## src/rtl/tse_pkg.sv

```systemverilog
// ----------------------------------------------------------------------------
// tse_pkg
// Shared types and constants for the TLS server-name extractor.
// ----------------------------------------------------------------------------
`default_nettype none

package tse_pkg;

	localparam int NAME_MAX_DEF  = 256;
	localparam int NAME_LEN_W    = 16;
	localparam logic [7:0] EXT_LIMIT_RST = 8'd20;

	typedef enum logic [2:0] {
		ST_FOUND     = 3'd0,
		ST_NOT_TCP   = 3'd1,
		ST_NOT_HS    = 3'd2,
		ST_BAD_VER   = 3'd3,
		ST_NOT_HELLO = 3'd4,
		ST_NO_SNI    = 3'd5,
		ST_SHORT     = 3'd6
	} status_t;

	typedef enum logic {
		KIND_NAME    = 1'b0,
		KIND_VERDICT = 1'b1
	} kind_t;

	typedef struct packed {
		kind_t                  kind;
		logic [7:0]             name_byte;
		logic [NAME_LEN_W-1:0]  name_len;
		status_t                status;
		logic                   name_truncated;
		logic                   last_name_byte;
	} result_t;

endpackage

`default_nettype wire

```

## src/rtl/tse_if.sv

```systemverilog
// ----------------------------------------------------------------------------
// tse interfaces
// Valid/ready channels for frame bytes, results and the configuration write.
// ----------------------------------------------------------------------------
`default_nettype none

interface tse_frame_if;
	logic       valid;
	logic       ready;
	logic [7:0] data_byte;
	logic       frame_end;

	modport source (output valid, output data_byte, output frame_end, input ready);
	modport sink   (input valid, input data_byte, input frame_end, output ready);
endinterface

interface tse_result_if;
	logic                            valid;
	logic                            ready;
	tse_pkg::kind_t                  kind;
	logic [7:0]                      name_byte;
	logic [tse_pkg::NAME_LEN_W-1:0]  name_len;
	tse_pkg::status_t                status;
	logic                            name_truncated;
	logic                            last_name_byte;

	modport source (output valid, output kind, output name_byte, output name_len,
		output status, output name_truncated, output last_name_byte, input ready);
	modport sink   (input valid, input kind, input name_byte, input name_len,
		input status, input name_truncated, input last_name_byte, output ready);
endinterface

interface tse_cfg_if;
	logic       valid;
	logic       ready;
	logic [7:0] ext_limit;

	modport source (output valid, output ext_limit, input ready);
	modport sink   (input valid, input ext_limit, output ready);
endinterface

`default_nettype wire

```

## src/rtl/tls_sni_extractor.sv

```systemverilog
// ----------------------------------------------------------------------------
// tls_sni_extractor
// Parses an Ethernet/IPv4/TCP frame byte by byte, finds a TLS ClientHello
// and emits its server-name bytes followed by one end-of-frame verdict.
// ----------------------------------------------------------------------------
// channel  dir  payload                                   handshake
// frame    in   data_byte, frame_end                      valid/ready
// result   out  kind, name_byte, name_len, status,        valid/ready
//               name_truncated, last_name_byte
// cfg      in   ext_limit                                 valid/ready (always ready)
//
// one frame byte per cycle; each byte updates the parse state in the cycle it
// is taken. a byte makes zero, one or two result items (name byte and verdict);
// they queue in a four-entry result buffer, so the result side can stall while
// bytes keep flowing until fewer than two slots are free.
// arst_n clears the parse state, the buffer and sets ext_limit to 20.
// ----------------------------------------------------------------------------
`default_nettype none

module tls_sni_extractor #(
	parameter int NAME_MAX = tse_pkg::NAME_MAX_DEF
) (
	input  wire               clk,
	input  wire               arst_n,
	tse_frame_if.sink         frame,
	tse_result_if.source      result,
	tse_cfg_if.sink           cfg
);

	localparam int NR_W     = $clog2(NAME_MAX + 1);
	localparam int FIFO_D   = 4;
	localparam int PTR_W    = $clog2(FIFO_D);
	localparam int CNT_W    = $clog2(FIFO_D + 1);
	localparam logic [15:0] NAME_MAX_L = 16'(NAME_MAX);

	typedef enum logic [3:0] {
		PH_HDR, PH_TCP_REST, PH_REC_HDR, PH_SKIP_FIXED, PH_SID_LEN, PH_SID_SKIP,
		PH_CS_LEN, PH_CS_SKIP, PH_CM_LEN, PH_CM_SKIP, PH_EXT_LEN, PH_EXT_HDR,
		PH_EXT_SKIP, PH_SNI_HDR, PH_NAME, PH_DONE
	} phase_t;

	phase_t            ph_q, ph_d, en_p;
	logic [15:0]       pos_q, pos_d;
	logic [15:0]       nfp_q, nfp_d, en_n;
	logic [15:0]       acc_q, acc_d;
	logic [15:0]       ee_q, ee_d;
	logic [7:0]        ec_q, ec_d;
	logic [NR_W-1:0]   nr_q, nr_d;
	tse_pkg::status_t  vd_q, vd_d, end_st;
	logic [7:0]        ext_limit_q;
	logic              en_req;
	logic [7:0]        b;
	logic [5:0]        hl;

	tse_pkg::result_t  res_a, res_b, name_res, end_res;
	logic [1:0]        n_push;

	tse_pkg::result_t  fifo_q [FIFO_D];
	logic [PTR_W-1:0]  wr_ptr_q, rd_ptr_q;
	logic [CNT_W-1:0]  cnt_q;
	logic              in_ok, out_ok;

	assign in_ok        = frame.valid && frame.ready;
	assign out_ok       = result.valid && result.ready;
	assign frame.ready  = cnt_q <= CNT_W'(FIFO_D - 2);
	assign cfg.ready    = 1'b1;
	assign b            = frame.data_byte;

	// ------------------------------------------------------------------------
	// parse step for one byte
	// ------------------------------------------------------------------------
	always_comb begin
		ph_d     = ph_q;
		pos_d    = pos_q;
		nfp_d    = nfp_q;
		acc_d    = acc_q;
		ee_d     = ee_q;
		ec_d     = ec_q;
		nr_d     = nr_q;
		vd_d     = vd_q;
		en_req   = 1'b0;
		en_p     = PH_HDR;
		en_n     = '0;
		hl       = '0;
		n_push   = 2'd0;
		name_res = '0;
		end_res  = '0;
		end_st   = tse_pkg::ST_SHORT;

		case (ph_q)
			PH_HDR: begin
				if (pos_q == 16'd23 && b != 8'd6) begin
					vd_d = tse_pkg::ST_NOT_TCP;
					ph_d = PH_DONE;
				end else if (pos_q == 16'd46) begin
					hl = {b[7:4], 2'b00};
					if (hl < 6'd20) begin
						hl = 6'd20;
					end
					en_req = 1'b1;
					en_p   = PH_TCP_REST;
					en_n   = 16'(hl) - 16'd13;
				end
			end
			PH_TCP_REST, PH_SKIP_FIXED, PH_SID_SKIP, PH_CS_SKIP, PH_CM_SKIP,
			PH_EXT_SKIP: begin
				nfp_d = nfp_q - 16'd1;
				if (nfp_d == '0) begin
					en_req = 1'b1;
					en_p   = ph_q;
					en_n   = '0;
				end
			end
			PH_REC_HDR: begin
				nfp_d = nfp_q - 16'd1;
				acc_d = {acc_q[7:0], b};
				if (nfp_q == 16'd6 && b != 8'd22) begin
					vd_d = tse_pkg::ST_NOT_HS;
					ph_d = PH_DONE;
				end else if (nfp_q == 16'd4 && (acc_d < 16'h0301 || acc_d > 16'h0304)) begin
					vd_d = tse_pkg::ST_BAD_VER;
					ph_d = PH_DONE;
				end else if (nfp_q == 16'd1) begin
					if (b != 8'd1) begin
						vd_d = tse_pkg::ST_NOT_HELLO;
						ph_d = PH_DONE;
					end else begin
						// handshake length, client version, random
						en_req = 1'b1;
						en_p   = PH_SKIP_FIXED;
						en_n   = 16'd37;
					end
				end
			end
			PH_SID_LEN: begin
				en_req = 1'b1;
				en_p   = PH_SID_SKIP;
				en_n   = 16'(b);
			end
			PH_CM_LEN: begin
				en_req = 1'b1;
				en_p   = PH_CM_SKIP;
				en_n   = 16'(b);
			end
			PH_CS_LEN, PH_EXT_LEN: begin
				acc_d = {acc_q[7:0], b};
				nfp_d = nfp_q - 16'd1;
				if (nfp_d == '0) begin
					en_req = 1'b1;
					if (ph_q == PH_CS_LEN) begin
						en_p = PH_CS_SKIP;
						en_n = acc_d;
					end else begin
						ee_d = acc_d;
						ec_d = '0;
						en_p = PH_EXT_SKIP;
						en_n = '0;
					end
				end
			end
			PH_EXT_HDR: begin
				nfp_d = nfp_q - 16'd1;
				acc_d = {acc_q[7:0], b};
				if (nfp_q == 16'd3) begin
					if (acc_d == '0) begin
						en_req = 1'b1;
						en_p   = PH_SNI_HDR;
						en_n   = 16'd7;
					end else begin
						acc_d = '0;
					end
				end else if (nfp_q == 16'd1) begin
					ee_d = ee_q - 16'd4;
					if (acc_d > ee_d) begin
						vd_d = tse_pkg::ST_NO_SNI;
						ph_d = PH_DONE;
					end else begin
						ee_d   = ee_d - acc_d;
						en_req = 1'b1;
						en_p   = PH_EXT_SKIP;
						en_n   = acc_d;
					end
				end
			end
			PH_SNI_HDR: begin
				nfp_d = nfp_q - 16'd1;
				// only the two name length bytes are kept
				if (nfp_q <= 16'd2) begin
					acc_d = {acc_q[7:0], b};
				end
				if (nfp_d == '0) begin
					vd_d = tse_pkg::ST_FOUND;
					nr_d = (acc_d > NAME_MAX_L) ? NR_W'(NAME_MAX) : acc_d[NR_W-1:0];
					ph_d = (nr_d == '0) ? PH_DONE : PH_NAME;
				end
			end
			PH_NAME: begin
				nr_d = nr_q - NR_W'(1);
				name_res.kind           = tse_pkg::KIND_NAME;
				name_res.name_byte      = b;
				name_res.name_len       = acc_q;
				name_res.status         = tse_pkg::ST_FOUND;
				name_res.name_truncated = acc_q > NAME_MAX_L;
				name_res.last_name_byte = nr_d == '0;
				n_push = 2'd1;
				if (nr_d == '0) begin
					ph_d = PH_DONE;
				end
			end
			default: begin
			end
		endcase

		// field entry; empty fields fall through to the next one
		if (en_req) begin
			acc_d = '0;
			ph_d  = en_p;
			nfp_d = en_n;
			if (en_n == '0) begin
				case (en_p)
					PH_TCP_REST: begin
						ph_d  = PH_REC_HDR;
						nfp_d = 16'd6;
					end
					PH_SKIP_FIXED: begin
						ph_d  = PH_SID_LEN;
						nfp_d = 16'd1;
					end
					PH_SID_SKIP: begin
						ph_d  = PH_CS_LEN;
						nfp_d = 16'd2;
					end
					PH_CS_SKIP: begin
						ph_d  = PH_CM_LEN;
						nfp_d = 16'd1;
					end
					PH_CM_SKIP: begin
						ph_d  = PH_EXT_LEN;
						nfp_d = 16'd2;
					end
					PH_EXT_SKIP: begin
						if (ec_d >= ext_limit_q || ee_d < 16'd4) begin
							vd_d = tse_pkg::ST_NO_SNI;
							ph_d = PH_DONE;
						end else begin
							ec_d  = ec_d + 8'd1;
							ph_d  = PH_EXT_HDR;
							nfp_d = 16'd4;
						end
					end
					default: begin
					end
				endcase
			end
		end

		if (pos_q != 16'hFFFF) begin
			pos_d = pos_q + 16'd1;
		end

		if (frame.frame_end) begin
			end_st = (ph_d == PH_DONE || ph_d == PH_NAME) ? vd_d : tse_pkg::ST_SHORT;
			end_res.kind   = tse_pkg::KIND_VERDICT;
			end_res.status = end_st;
			if (end_st == tse_pkg::ST_FOUND) begin
				end_res.name_len       = acc_d;
				end_res.name_truncated = acc_d > NAME_MAX_L;
			end
			n_push = n_push + 2'd1;
			ph_d  = PH_HDR;
			pos_d = '0;
			nfp_d = '0;
			acc_d = '0;
			ee_d  = '0;
			ec_d  = '0;
			nr_d  = '0;
			vd_d  = tse_pkg::ST_NO_SNI;
		end
	end

	assign res_a = (ph_q == PH_NAME) ? name_res : end_res;
	assign res_b = end_res;

	// ------------------------------------------------------------------------
	// state registers
	// ------------------------------------------------------------------------
	always_ff @(posedge clk or negedge arst_n) begin
		if (!arst_n) begin
			ph_q        <= PH_HDR;
			pos_q       <= '0;
			nfp_q       <= '0;
			acc_q       <= '0;
			ee_q        <= '0;
			ec_q        <= '0;
			nr_q        <= '0;
			vd_q        <= tse_pkg::ST_NO_SNI;
			ext_limit_q <= tse_pkg::EXT_LIMIT_RST;
		end else begin
			if (in_ok) begin
				ph_q  <= ph_d;
				pos_q <= pos_d;
				nfp_q <= nfp_d;
				acc_q <= acc_d;
				ee_q  <= ee_d;
				ec_q  <= ec_d;
				nr_q  <= nr_d;
				vd_q  <= vd_d;
			end
			if (cfg.valid && cfg.ready) begin
				ext_limit_q <= cfg.ext_limit;
			end
		end
	end

	// ------------------------------------------------------------------------
	// result buffer
	// ------------------------------------------------------------------------
	always_ff @(posedge clk or negedge arst_n) begin
		if (!arst_n) begin
			wr_ptr_q <= '0;
			rd_ptr_q <= '0;
			cnt_q    <= '0;
		end else begin
			if (in_ok) begin
				wr_ptr_q <= wr_ptr_q + PTR_W'(n_push);
			end
			if (out_ok) begin
				rd_ptr_q <= rd_ptr_q + PTR_W'(1);
			end
			cnt_q <= cnt_q + (in_ok ? CNT_W'(n_push) : '0) - CNT_W'(out_ok);
		end
	end

	always_ff @(posedge clk) begin
		if (in_ok && n_push != 2'd0) begin
			fifo_q[wr_ptr_q] <= res_a;
		end
		if (in_ok && n_push == 2'd2) begin
			fifo_q[wr_ptr_q + PTR_W'(1)] <= res_b;
		end
	end

	assign result.valid          = cnt_q != '0;
	assign result.kind           = fifo_q[rd_ptr_q].kind;
	assign result.name_byte      = fifo_q[rd_ptr_q].name_byte;
	assign result.name_len       = fifo_q[rd_ptr_q].name_len;
	assign result.status         = fifo_q[rd_ptr_q].status;
	assign result.name_truncated = fifo_q[rd_ptr_q].name_truncated;
	assign result.last_name_byte = fifo_q[rd_ptr_q].last_name_byte;

	// ------------------------------------------------------------------------
	// assertions
	// ------------------------------------------------------------------------
	a_fifo_bound: assert property (@(posedge clk) disable iff (!arst_n)
		cnt_q <= CNT_W'(FIFO_D))
		else $error("result buffer overfilled");

	a_frame_restart: assert property (@(posedge clk) disable iff (!arst_n)
		in_ok && frame.frame_end |=> ph_q == PH_HDR && pos_q == '0)
		else $error("parse state not cleared after frame end");

	a_name_found: assert property (@(posedge clk) disable iff (!arst_n)
		ph_q == PH_NAME |-> vd_q == tse_pkg::ST_FOUND && nr_q != '0)
		else $error("name phase without a found verdict");

	a_verdict_len: assert property (@(posedge clk) disable iff (!arst_n)
		result.valid && result.kind == tse_pkg::KIND_VERDICT &&
		result.status != tse_pkg::ST_FOUND |-> result.name_len == '0 && !result.name_truncated)
		else $error("failed verdict carries a name length");

endmodule

`default_nettype wire

```

## src/flat_wrapper.sv

```systemverilog
// flat-port wrapper written by rule: the top's interface ports become plain ports
module tls_sni_extractor_flat 
#(
	parameter int NAME_MAX = tse_pkg::NAME_MAX_DEF
)
  (clk, arst_n, frame_valid, frame_data_byte, frame_frame_end, frame_ready, result_valid, result_kind, result_name_byte, result_name_len, result_status, result_name_truncated, result_last_name_byte, result_ready, cfg_valid, cfg_ext_limit, cfg_ready);
  tse_frame_if frame_i ();
  tse_result_if result_i ();
  tse_cfg_if cfg_i ();
  input  wire clk;
  input  wire arst_n;
  input wire logic [$bits(frame_i.valid)-1:0] frame_valid;
  input wire logic [$bits(frame_i.data_byte)-1:0] frame_data_byte;
  input wire logic [$bits(frame_i.frame_end)-1:0] frame_frame_end;
  output wire logic [$bits(frame_i.ready)-1:0] frame_ready;
  output wire logic [$bits(result_i.valid)-1:0] result_valid;
  output wire logic [$bits(result_i.kind)-1:0] result_kind;
  output wire logic [$bits(result_i.name_byte)-1:0] result_name_byte;
  output wire logic [$bits(result_i.name_len)-1:0] result_name_len;
  output wire logic [$bits(result_i.status)-1:0] result_status;
  output wire logic [$bits(result_i.name_truncated)-1:0] result_name_truncated;
  output wire logic [$bits(result_i.last_name_byte)-1:0] result_last_name_byte;
  input wire logic [$bits(result_i.ready)-1:0] result_ready;
  input wire logic [$bits(cfg_i.valid)-1:0] cfg_valid;
  input wire logic [$bits(cfg_i.ext_limit)-1:0] cfg_ext_limit;
  output wire logic [$bits(cfg_i.ready)-1:0] cfg_ready;
  assign frame_i.valid = frame_valid;
  assign frame_i.data_byte = frame_data_byte;
  assign frame_i.frame_end = frame_frame_end;
  assign frame_ready = frame_i.ready;
  assign result_valid = result_i.valid;
  assign result_kind = result_i.kind;
  assign result_name_byte = result_i.name_byte;
  assign result_name_len = result_i.name_len;
  assign result_status = result_i.status;
  assign result_name_truncated = result_i.name_truncated;
  assign result_last_name_byte = result_i.last_name_byte;
  assign result_i.ready = result_ready;
  assign cfg_i.valid = cfg_valid;
  assign cfg_i.ext_limit = cfg_ext_limit;
  assign cfg_ready = cfg_i.ready;
  tls_sni_extractor #(.NAME_MAX(NAME_MAX)) u_core (.clk(clk), .arst_n(arst_n), .frame(frame_i), .result(result_i), .cfg(cfg_i));
endmodule
```

## config.mk

```make
export PLATFORM = sky130hd
export DESIGN_NAME = tls_sni_extractor_flat
export DESIGN_NICKNAME = d
export VERILOG_FILES = /design/src/rtl/tse_pkg.sv /design/src/rtl/tse_if.sv /design/src/rtl/tls_sni_extractor.sv /design/src/flat_wrapper.sv
export SDC_FILE = /design/constraint.sdc
export NUM_CORES = 1
export LEC_CHECK = 0
export BUFFER_PORTS_ARGS = -buffer_cell sky130_fd_sc_hd__buf_4
export CAP_MARGIN = 40
export CORE_MARGIN = 1.5
export CORE_UTILIZATION = 25
export DETAILED_ROUTE_END_ITERATION = 10
export SLEW_MARGIN = 20
export SYNTH_ARGS = -nofsm -noshare
export SYNTH_HDL_FRONTEND = slang
export SYNTH_SLANG_ARGS = --single-unit
```

## constraint.sdc

```tcl
create_clock -name clk -period 9.67 [get_ports clk]
set_clock_uncertainty 0.15 [all_clocks]
set_input_delay 1.934 -clock clk [delete_from_list [all_inputs] [get_ports clk]]
set_output_delay 1.934 -clock clk [all_outputs]
set_load 0.01 [all_outputs]
```

=== After elaboration in Yosys (flattened, before gate mapping) ===
Memories as Yosys holds them, arrays and structs flattened.
Index checks and enable logic that the tools add are counted.

* Word-level logic and storage cells: 226
* Bits of input ports: 22
* Bits in writable memories: 120
* Memories: 1
* Flip-flop bits (word level): 103
* Output and inout port bits: 33

* Magnitude comparators: 11
* Muxes and demuxes: 122
* Add/subtract/negate cells: 13
* Reductions and logical operators: 33
* Eq/ne operators: 34

{| class="wikitable"
|+ Memory list
! name !! depth !! bits a word !! rd ports !! clocked after memory_dff !! write ports !! RTL line !! RTL
|-
| u_core.fifo_q || 4 || 30 || 1 || 0 || 2 || tls_sni_extractor.sv:58 || <nowiki>tse_pkg::result_t fifo_q [FIFO_D];</nowiki>
|}

{| class="wikitable"
|+ Operators with widths
! kind !! count
|-
| 16-bit two-way mux || 30
|-
| 4-bit two-way mux || 24
|-
| 16-bit case mux with 5 select lines || 1
|-
| 8-bit two-way mux || 8
|-
| 16-bit case mux with 4 select lines || 1
|-
| 3-bit two-way mux || 17
|-
| 16-bit by 9-bit > comparator with 1-bit output (second input constant) || 3
|-
| 16-bit logical NOT || 3
|-
| 16-bit case mux with 3 select lines || 1
|-
| 4-bit equality test (second input constant) || 11
|-
| 16-bit by 3-bit equality test with 1-bit output (second input constant) || 2
|-
| 16-bit case mux with 2 select lines || 1
|-
| 30-bit two-way mux || 1
|-
| 6-bit two-way mux || 5
|-
| 4-bit case mux with 7 select lines || 1
|-
| 9-bit two-way mux || 3
|-
| 4-bit by 3-bit equality test with 1-bit output (second input constant) || 6
|-
| 4-bit case mux with 6 select lines || 1
|-
| 1-bit two-way mux || 20
|-
| 20-bit two-way mux || 1
|-
| 4-bit case mux with 5 select lines || 1
|-
| 9-bit logical NOT || 2
|-
| 9-bit case mux with 2 select lines || 1
|-
| 16-bit by 1-bit adder with 16-bit output (second input constant) || 1
|-
| 47 further kinds || 68
|}

=== Logic depth before layout (Yosys ltp) ===
Gate-level depths: netlist (run 1).

* Depth after elaboration: 19
* Gate-level depth with buffers: 22
* Depth with buffers taken out: 19

=== Worst setup path before layout (run 1) ===
Ideal clock, no wire load.

* Kind: input to register
* Start: input frame_data_byte[1]
* End: memory u_core.fifo_q[3][4] (netlist bit) (data pin)
* Required time: 9.248 ns
* Setup slack: 3.828 ns
* Library setup time: 0.272 ns
* Buffers on the path: 1
* Stages on the path: 14
* Arrival: 5.420 ns
* Cells stage by stage: clkbuf_1 inv_1 fa_1 a211oi_1 nor3_1 o21ai_1 o21a_1 nor2_1 a22o_1 or3_1 or4_4 o2111a_1 nor3_4 a21oi_1

{| class="wikitable"
|+ RTL lines
! element !! RTL line !! RTL
|-
| start, declared || flat_wrapper.sv:13 || <nowiki>input wire logic [$bits(frame_i.data_byte)-1:0] frame_data_byte;</nowiki>
|-
| end, declared || tls_sni_extractor.sv:58 ||
|}

==> results of run 1 <==
==> state kept, by name (all words and copies together) (netlist names) <==
name and count:
u_core.fifo_q 120, u_core.acc_q 16, u_core.ee_q 16, u_core.nfp_q 16, u_core.pos_q 16, u_core.nr_q 9, u_core.ec_q 8, u_core.ext_limit_q 8
u_core.ph_q 4, u_core.cnt_q 3, u_core.vd_q 3, u_core.rd_ptr_q 2, u_core.wr_ptr_q 2
==> per-stage QoR <==
step | power (mW) | area, µm² | hold WS (ns) | std cells
detailed placement | 3.87 | 15600 | 0.287 | 2337
CTS | 4.86 | 16400 | 0.301 | 2383
global route | 5.18 | 16500 | 0.327 | 2388
finish | 4.89 | 16500 | 0.298 | 2388
floorplan | 3.03 | 14300 | 0.270 | 1583
global placement | 3.84 | 15400 | 0.278 | 2326
==> per-layer routing <==
layer	vias to the layer above	global-route usage, %
li1	5999	-
met2	619	26.5
met5	-	0
met1	6529	23.8
met4	2	5.17
met3	95	2.69
==> kinds of logic (layout without fill, tap and decap cells) <==
logic type               after synthesis  after routing  share of synthesized area [%]
flip-flops                           223            223                           40.9
XOR/XNOR                              46             46                           2.83
AND/OR/NAND/NOR                      619            619                           21.7
buffers and inverters                151            200                           4.19
AO/OA/AOI/OAI                        454            454                           20.5
other                                  1              1                         0.0263
adder cells (fa/ha/maj)               46             46                           4.14
multiplexers                          43             43                           5.68
==> worst paths after layout <==
check | start | endpoint | slack, ns | cells past startpoint
max | u_core.ee_q[2]$_DFFE_PN0P_ | u_core.fifo_q[3][15]$_DFFE_PP_ | 2.91 | 19
min | u_core.fifo_q[2][27]$_SDFFE_PP0P_ | u_core.fifo_q[2][27]$_SDFFE_PP0P_ | 0.30 | 2
max reg2reg | u_core.ee_q[2]$_DFFE_PN0P_ | u_core.fifo_q[3][15]$_DFFE_PP_ | 2.91 | 19
min reg2reg | u_core.fifo_q[2][27]$_SDFFE_PP0P_ | u_core.fifo_q[2][27]$_SDFFE_PP0P_ | 0.30 | 2
max in group asynchronous | arst_n | u_core.rd_ptr_q[0]$_DFFE_PN0P_ | 7.17 | 3
min in group asynchronous | arst_n | u_core.pos_q[7]$_DFFE_PN0P_ | 1.23 | 1
==> where the power goes <==
group / switching, mW / internal [mW]
Clock: 0.421 / 0.565
Combinational: 1.70 / 0.935
Sequential: 0.190 / 1.08
Total: 2.31 / 2.58
==> critical path, stage by stage, from the launching register on <==
cell and delay, ns:
dfrtp_1 0.46, inv_1 0.25, ha_1 0.21, nand2b_1 0.16
or3_1 0.39, o41ai_1 0.51, nand2_1 0.14, ha_1 0.25
a2111oi_0 0.37, o21ai_0 0.14, o22ai_1 0.37, o21ai_1 0.29
a211oi_2 0.50, nand2_1 0.56, nor4_1 0.59, nor4b_2 0.10
buf_4 0.21, and2_1 0.19, nand2_1 0.44, o22ai_1 0.18
==> layout by cell type, fill, tap and decap left out, drive strengths merged, types with 24 or more instances in the layout <==
| cell | count |
|---|---|
| nor4 | 29 |
| o21ai | 162 |
| ha | 44 |
| inv | 63 |
| dfxtp | 36 |
| nand3 | 63 |
| nand2 | 211 |
| nor2 | 110 |
| dfrtp | 99 |
| mux4 | 30 |
| clkbuf | 35 |
| buf | 88 |
| o22ai | 74 |
| edfxtp | 84 |
| nand4 | 24 |
| nor3 | 55 |
| a21oi | 64 |
==> area by class of cell <==
cell class	count	share of cell area, %
Timing Repair Buffer	90	4.78
Multi-Input combinational cell	1209	47.6
Clock buffer	33	4.23
Sequential cell	223	35.3
Tap cell	756	5.74
Clock inverter	13	0.835
Inverter	64	1.46
==> results by group, run 1 <==
Route
  – DRC violation count after routing: 0
  – Top layer used by detailed routing: met5
  – Wire length on met2: ~23 mm
  – DR WL met3: 3.91 mm
  – Drt pass-1 iters: 5
  – Initial DRC Count: 1446
  – Via count: roughly 13000
  – M1 wire length: around 22 mm
  – DR WL/cell: between 20 and 25 µm
  – DRT antenna net count: 0
  – Final wirelength: about 51 mm
  – Vias/cell: roughly 5.5

Synth
  – Share of the synthesized area in the top cell type: 17.7%
  – Synth unique cells: 99
  – Most used DFF post-synth: dfrtp_1
  – Sequential area share after synthesis: between 40% and 50%
  – Post-synthesis cell area: approximately 14000 µm²
  – Synth Instances: 1583
  – Register bit total from synthesis: ~220
  – Post-Syn Nets: 1651
  – Synth async-reset ratio: a little under half
  – Avg Inst Size Synth: about 9 µm²
  – Synth area leader: edfxtp_1
  – Yosys warnings: 0
  – Synth top cells by count: nand2_1 (209), o21ai_0 (155), nor2_1 (110)
  – Number of flops mapped to enable cells by yosys: 84
  – Top-count cell post-synth: nand2_1
  – Ranking of synthesized cells by area: edfxtp_1 (18%), dfrtp_1 (17%), nand2_1 (5.5%)

Floorplanning
  – I/O pins: 55
  – Initial Util: 25.3%
  – Core footprint: between 50000 and 60000 µm²
  – Area of the die: between 50000 and 60000 µm²
  – Die Height: around 240 µm
  – # rows: 87
  – DIE WIDTH: ~240 µm

Clock tree
  – Cts bufs inserted: 25
  – Worst-path clk slew: about 0.060 ns
  – CTS resizes: 0
  – CTS tree: done
  – Sink Count: between 200 and 250
  – Number of H-tree levels: 1
  – CTS Root Cell: clkbuf_16
  – Worst-case clock buffer depth: 3
  – Worst-Skew Late Latency: ~0.57 ns
  – Post-CTS Setup Inserts: 0
  – Hold buffers post-CTS: 0

Cells and area
  – Share of layout cells above drive strength 1: 12.9%
  – Area Overhead vs Synth: 15.7%
  – Area taken by multi-input logic gates: about 7900 µm²
  – Fin nets: 1681
  – Fillers: a little over 6000
  – N_diodes: 0
  – Total area of sequential cells: a little under 6000 µm²
  – Final core utilization: 29.2%

Place
  – HPWL after DPL: ~37 mm
  – Pre-CTS WS: between 2 and 3 ns
  – IO buf count: 53
  – Gp weighted congestion: between 0.9 and 1

Global routing
  – First-pass GRT wire length: 78.4 mm
  – Grt total ovfl: 0
  – Number of antenna violations at the first check in global routing: 1
  – Pin count of the biggest net entering global routing: roughly 60
  – Overall global routing resource usage: between 15 and 20%
  – Vias in the first global route: 12800

STA
  – Worst Tran Pin Value: ~0.84 ns
  – Final hold vios: 0
  – Tmin final: between 6 and 7 ns
  – Unrepaired setup endpoints after global routing: false
  – Worst slew margin: between 40% and 50%
  – Final period utilization: approximately 70%
  – Pins Over Slew Limit: 0
  – Setup TNS: 0 ns
  – Final setup fails: 0
  – Fmax: between 0.1 and 0.15 GHz
  – Setup ws final: between 2 and 3 ns

Pwr
  – Peak VDD IR: 0.175 mV
  – PD cells: between 200 and 300 nW/µm²
  – Leakage power total: ~6.2 nW

Critical path
  – CP Capture Type: register
  – Critical path arrival: 6.89 ns
  – Critical path startpoint category: register
  – Crit Path Class: register to register
  – WP data required: between 9 and 10 ns
  – Critical path peak fanout: 18

Flow run
  – Max-Cap Viols: 0

Hold path
  – Worst Hold Class: register to register

Run status
  – Status: finished, final reports clean
No activity file was read; power rests on OpenSTA's default activity.
==> run 2: changes to the inputs <==
clock period = 5.7 ns   (was 9.67 ns; I/O delays follow)
==> run 2 against run 1 <==
  * Maximum frequency increased by 26%
  * Largest cell class unchanged
  * Sequential power grew 67%
  * Wire length rose by 5.7%
  * Highest routed layer is now met4
  * Register-to-register slack lost 2.6 ns
==> results by group, run 2 (synthesis gave the netlist of run 1 again) <==
Run status
  – Status: finished, final reports clean

Pwr
  – Sw Pwr: 4.08 mW (+76%)
  – Seq pwr share: 24.1% (-1.9 points)
  – Sw frac: 46.2% (-0.99 points)
  – PD cells: 516 nW/µm² (+74%)
  – Power Total: 8.82 mW (+80%)
  – Leakage power total: 6.52 nW (+5.9%)
  – Combinational power share: 54.2% (+0.3 points)
  – Peak VDD IR: 0.300 mV (+71%)
  – Internal Power: 4.74 mW (+84%)
  – Clk pwr share: 21.7% (+1.6 points)

Clock tree
  – Cts bufs inserted: 28 (+12%)
  – Number of H-tree levels: 1 (unchanged)
  – Worst-Skew Late Latency: 0.60 ns (+0.03 ns)
  – CTS Root Cell: clkbuf_16
  – Sink Count: 223 (unchanged)
  – Worst-path clk slew: 0.06 ns (about the same)
  – Worst-case clock buffer depth: 3 (unchanged)
  – CTS tree: done
  – Hold buffers post-CTS: 0 (unchanged)

Critical path
  – Critical path's slowest cell: or4_4
  – Crit Path Class: register to register
  – Critical path startpoint category: register
  – Critical path peak fanout: 7 (-11)
  – R2R setup slack: 0.36 ns (-2.56 ns)
  – FF-to-FF Start: u_core.ee_q[2]$_DFFE_PN0P_
  – CP cell instances: inv_2 -> ha_1 -> nand2b_1 -> nor3_1 -> nand2_1 -> nor4_2 -> xor2_1 -> ha_1 -> o21ai_0 -> a21oi_1 -> nand3_1 -> o21ai_2 -> buf_4 -> nor2_1 -> a22o_1 -> or3_1 -> or4_4 -> o2111a_1 -> nor3_4 -> a21oi_1
  – CP Capture Type: register
  – WP data required: 5.83 ns (-3.97 ns)
  – Setup crit start: u_core.ee_q[2]$_DFFE_PN0P_
  – Critical path arrival: 5.48 ns (-1.41 ns)
  – Reg2Reg Depth: 20 (+1)
  – Worst path max stage delay: 0.54 ns (-0.05 ns)
  – Crit Reg-Reg Endpoint: u_core.fifo_q[3][4]$_DFFE_PP_
  – CP endpoint: u_core.fifo_q[3][4]$_DFFE_PP_

Route
  – Drt pass-1 iters: 6 (+1)
  – Via count: 13500 (+2.3%)
  – Vias/cell: 5.53 (-0.27%)
  – DRT antenna net count: 0 (unchanged)
  – Final wirelength: 53.5 mm (+5.7%)
  – DR WL/cell: 21.8 µm (+3.0%)
  – Initial DRC Count: 1493 (+3.3%)
  – DRC violation count after routing: 0 (unchanged)

Floorplanning
  – Initial Util: 25.3% (unchanged)
  – Area of the die: 58500 µm² (unchanged)
  – Core footprint: 56400 µm² (unchanged)
  – I/O pins: 55 (unchanged)
  – DIE WIDTH: 242 µm (unchanged)
  – # rows: 87 (unchanged)
  – Die Height: 242 µm (unchanged)

Cells and area
  – Design Area, Final: 17100 µm² (+3.6%)
  – Most common cell after layout, fill and taps aside: nand2_1
  – Biggest register: u_core.fifo_q
  – Final core utilization: 30.3% (+1.1 points)
  – Share of layout cells above drive strength 1: 16.5% (+3.6 points)
  – Max FFs per register: 120 (unchanged)
  – Final Non-Filler Cells: 2449 (+2.6%)
  – Area Overhead vs Synth: 19.9%
  – Fin nets: 1739 (+3.5%)
  – Most frequent cells in the layout: nand2_1 (209), o21ai_0 (155), buf_4 (137), nor2_1 (110), dfrtp_1 (97)
  – N_diodes: 0 (unchanged)

Global routing
  – Overall global routing resource usage: 17.8% (+0.88 points)
  – Number of antenna violations at the first check in global routing: 0 (-1)
  – Pin count of the biggest net entering global routing: 43 (-30%)
  – Grt total ovfl: 0 (unchanged)
  – First-pass GRT wire length: 82.0 mm (+4.6%)
  – Vias in the first global route: 13300 (+4.2%)

STA
  – Fmax: 0.187 GHz (+26%)
  – Pins Over Slew Limit: 0 (unchanged)
  – Final hold vios: 0 (unchanged)
  – Setup TNS: 0 ns (unchanged)
  – Worst slew margin: 41.6% (-2.3 points)
  – Worst Tran Pin Value: 0.867 ns (+0.0297 ns)
  – Final setup fails: 0 (unchanged)
  – Tmin final: 5.34 ns (-1.41 ns)
  – Setup ws final: 0.357 ns (-2.56 ns)
  – Hold WS: 0.305 ns (+0.00657 ns)
  – Final period utilization: 93.7% (+24 points)
  – Unrepaired setup endpoints after global routing: false

Place
  – Placed cells: 2393 (+2.4%)
  – Area after DPL: 16000 µm² (+2.6%)
  – Pre-CTS WS: 0.233 ns (-2.28 ns)
  – HPWL after DPL: 38.5 mm (+3.7%)
  – Gp weighted congestion: 1.01 (+5.7%)
  – IO buf count: 53 (unchanged)

Hold path
  – HP Start: u_core.fifo_q[1][24]$_SDFFE_PP0P_
  – Hold depth: 2 (unchanged)
  – Worst Hold Class: register to register

Flow run
  – Max-Cap Viols: 0 (unchanged)
==> run 2: how the worst min path moves through the flow <==
stage | slack (ns) | endpoint
after floorplan | 0.27 | u_core.fifo_q[2][0]$_SDFFE_PP0P_
after global placement | 0.28 | u_core.fifo_q[3][21]$_SDFFE_PP0P_
after detailed placement | 0.29 | u_core.fifo_q[1][21]$_SDFFE_PP0P_
after CTS | 0.31 | u_core.fifo_q[1][24]$_SDFFE_PP0P_
after global routing | 0.31 | u_core.fifo_q[3][22]$_SDFFE_PP0P_
final | 0.30 | u_core.fifo_q[1][24]$_SDFFE_PP0P_
==> run 2: timing repair <==
action,4_1_cts,5_1_grt
setup endpoints to repair,0,94
gates resized for setup,0,6
setup buffers,0,1
==> run 2: layer usage <==
layer	vias to the layer above	track usage (%)	wire [µm]	part of all wire, %
met5	-	0	0	0
met4	0	6.45	2080	3.9
met3	129	2.77	3940	7.4
met2	611	29.2	24600	46
met1	6686	23.6	22900	43
li1	6120	-	-	-
==> run 2: power groups by stage <==
stage               Combinational (mW)  Clock (mW)  Sequential (mW)
finish                            4.78        1.92             2.12
global route                      5.16        2.00             2.15
CTS                               4.63        1.94             2.16
detailed placement                4.61           0             2.19
global placement                  4.57           0             2.18
floorplan                         3.17           0             1.97
==> run 2: worst max-delay path: cells and delay by family, from the launching register on <==
family                     cells  cell delay (ns)
DFF                            1             0.43
xor gates and xnor gates       1             0.24
buffers and inverters          2             0.30
AOI/OAI and AO/OA              6             1.32
and+or+nand+nor                9             2.11
adders and majority gates      2             0.49
==> run 2: area by class of cell <==
type | instances | area [µm²]
fill | 5960 | 39300
clock buffer | 36 | 836
sequential | 223 | 5830
multi-input combinational | 1209 | 7880
timing repair buffer | 145 | 1190
clock inverter | 16 | 174
tap | 756 | 946
inverter | 64 | 240
==> run 3: changes to the inputs <==
BUFFER_PORTS_ARGS = -buffer_cell sky130_fd_sc_hd__buf_2   (was -buffer_cell sky130_fd_sc_hd__buf_4)
CORE_ASPECT_RATIO = 0.5   (was not set)
==> run 3 against run 2 <==
  * Flip-flop and latch count is the same
  * Power decreased by 5.1%
  * Sequential share of layout area grew 0.91 points
  * Highest routed layer unchanged
  * Die area is 0.15% higher
  * First-iteration DRC count increased by 4.8%
  * Critical endpoint is now u_core.fifo_q[3][3]$_DFFE_PP_
==> results by group, run 3 (synthesis gave the netlist of run 1 again) <==
Cells and area
  – Max FFs per register: 120 (unchanged)
  – Biggest register: u_core.fifo_q
  – Share of layout cells above drive strength 1: 15.2% (-1.3 points)
  – Fillers: 5924 (-0.60%)
  – Most frequent cells in the layout: nand2_1 (208), o21ai_0 (155), nor2_1 (110), dfrtp_1 (98), edfxtp_1 (84)
  – Fin nets: 1726 (-0.75%)
  – N_diodes: 0 (unchanged)
  – Most common cell after layout, fill and taps aside: nand2_1
  – Area Overhead vs Synth: 16.7%
  – Design Area, Final: 16600 µm² (-2.6%)

Critical path
  – Critical path startpoint category: register
  – R2R setup slack: 0.22 ns (-0.14 ns)
  – Crit Path Class: register to register
  – WP data required: 5.81 ns (-0.02 ns)
  – Critical path peak fanout: 8 (+1)
  – CP Capture Type: register
  – Critical path arrival: 5.59 ns (+0.11 ns)

Floorplanning
  – DIE WIDTH: 341 µm (+41%)
  – Core footprint: 55900 µm² (-0.78%)
  – Initial Util: 25.5% (+0.20 points)
  – Die Height: 172 µm (-29%)
  – # rows: 61 (-30%)
  – Area of the die: 58600 µm² (+0.15%)
  – I/O pins: 55 (unchanged)

Clock tree
  – Cts bufs inserted: 24 (-14%)
  – CTS tree: done
  – Worst-Skew Late Latency: 0.55 ns (-0.05 ns)
  – Worst-case clock buffer depth: 3 (unchanged)
  – Worst-path clk slew: 0.06 ns (about the same)
  – Number of H-tree levels: 1 (unchanged)
  – Hold buffers post-CTS: 0 (unchanged)
  – Sink Count: 223 (unchanged)
  – Post-CTS Setup Inserts: 0 (unchanged)
  – CTS Root Cell: clkbuf_16

STA
  – Hold WS: 0.300 ns (-0.00514 ns)
  – Fmax: 0.182 GHz (-2.6%)
  – Final hold vios: 0 (unchanged)
  – Pins Over Slew Limit: 0 (unchanged)
  – Worst slew margin: 40.9% (-0.70 points)
  – Final period utilization: 96.2% (+2.5 points)
  – Worst Tran Pin Value: 0.877 ns (+0.0103 ns)
  – Final setup fails: 0 (unchanged)
  – Tmin final: 5.48 ns (+0.140 ns)

Run status
  – Status: finished, final reports clean

Route
  – Vias/cell: 5.52 (-0.29%)
  – Final wirelength: 51.2 mm (-4.3%)
  – Via count: 13400 (-0.98%)
  – Initial DRC Count: 1564 (+4.8%)
  – Drt pass-1 iters: 8 (+2)
  – DRC violation count after routing: 0 (unchanged)
  – DRT antenna net count: 0 (unchanged)
  – DR WL/cell: 21.0 µm (-3.6%)

Flow run
  – Max-Cap Viols: 0 (unchanged)

Place
  – Area after DPL: 15800 µm² (-1.5%)
  – Gp weighted congestion: 1.02 (+1.6%)
  – HPWL after DPL: 36.9 mm (-4.3%)
  – IO buf count: 53 (unchanged)

Pwr
  – PD cells: 503 nW/µm² (-2.6%)
  – Leakage power total: 6.32 nW (-3.1%)
  – Peak VDD IR: 0.233 mV (-22%)

Global routing
  – Pin count of the biggest net entering global routing: 48 (+12%)
  – Overall global routing resource usage: 17.2% (-0.61 points)
  – Vias in the first global route: 12800 (-4.1%)
  – Grt total ovfl: 0 (unchanged)
  – Number of antenna violations at the first check in global routing: 0 (unchanged)
  – First-pass GRT wire length: 79.0 mm (-3.7%)

Hold path
  – Worst Hold Class: register to register
[run 3: final timing paths]
check | from | endpoint | depth (start not counted)
worst max-delay path | u_core.ee_q[2]$_DFFE_PN0P_ | u_core.fifo_q[3][3]$_DFFE_PP_ | 20
worst max register to register | u_core.ee_q[2]$_DFFE_PN0P_ | u_core.fifo_q[3][3]$_DFFE_PP_ | 20
min in group asynchronous | arst_n | u_core.pos_q[12]$_DFFE_PN0P_ | 1
worst min-delay path | u_core.fifo_q[2][28]$_SDFFE_PP0P_ | u_core.fifo_q[2][28]$_SDFFE_PP0P_ | 2
worst min register to register | u_core.fifo_q[2][28]$_SDFFE_PP0P_ | u_core.fifo_q[2][28]$_SDFFE_PP0P_ | 2
max in group asynchronous | arst_n | u_core.nfp_q[10]$_DFFE_PN0P_ | 3
[run 3: per-layer routing]
layer | vias to the layer above | global-route usage, % | wire, µm | share of wire (%)
met5 | - | 0 | 0 | 0
met4 | 0 | 5.95 | 1780 | 3.5
met3 | 127 | 2.73 | 4040 | 7.9
met2 | 644 | 27.4 | 23000 | 45
met1 | 6558 | 23.7 | 22300 | 44
li1 | 6084 | - | - | -
[run 3: layout make-up]
| cell class | count | area, µm² | area share [%] |
|---|---|---|---|
| multi-input combinational | 1209 | 7900 | 47.5 |
| sequential | 223 | 5830 | 35.0 |
| tap | 756 | 946 | 5.68 |
| timing repair buffer | 136 | 918 | 5.52 |
| clock buffer | 36 | 706 | 4.24 |
| inverter | 64 | 240 | 1.44 |
| clock inverter | 8 | 104 | 0.624 |
[run 3: where the power goes]
| part | internal [mW] | leakage, nW | switching [mW] | total [mW] |
|---|---|---|---|---|
| sequential | 1.84 | 2.45 | 0.245 | 2.08 |
| combinational | 1.67 | 3.47 | 2.98 | 4.66 |
| clock | 0.948 | 0.399 | 0.680 | 1.63 |
[run 3: timing repair]
item	4_1_cts	5_1_grt
resized for setup	0	11
setup endpoints to repair	0	85
hold endpoints to repair	0	0
[run 3: through the flow]
step | setup slack [ns] | setup TNS [ns] | total power, mW | utilization [%] | std cells
after floorplan | 0.487 | 0 | 5.14 | - | 1583
after global placement | 0.180 | 0 | 6.62 | 28.1 | 2383
after detailed placement | 0.0837 | 0 | 6.63 | 28.2 | 2388
after CTS | 0.0452 | 0 | 8.27 | 29.6 | 2432
after global routing | -0.0756 | -0.219 | 8.85 | 29.7 | 2432
final | 0.217 | 0 | 8.36 | 29.7 | 2432
[run 3: critical path, cell delays in order (launching register included)]
cell	delay, ns
dfrtp_1	0.43
inv_1	0.19
ha_1	0.19
nand2b_1	0.11
nor3_1	0.14
nand2_1	0.17
nor4_1	0.29
xor2_1	0.26
ha_2	0.29
o21ai_0	0.11
a21oi_1	0.28
nand3_1	0.19
o21ai_1	0.25
buf_4	0.23
nor2_1	0.08
a22o_1	0.27
or3_1	0.39
or4_4	0.55
o2111a_1	0.35
o2bb2ai_2	0.22
nor2_1	0.07
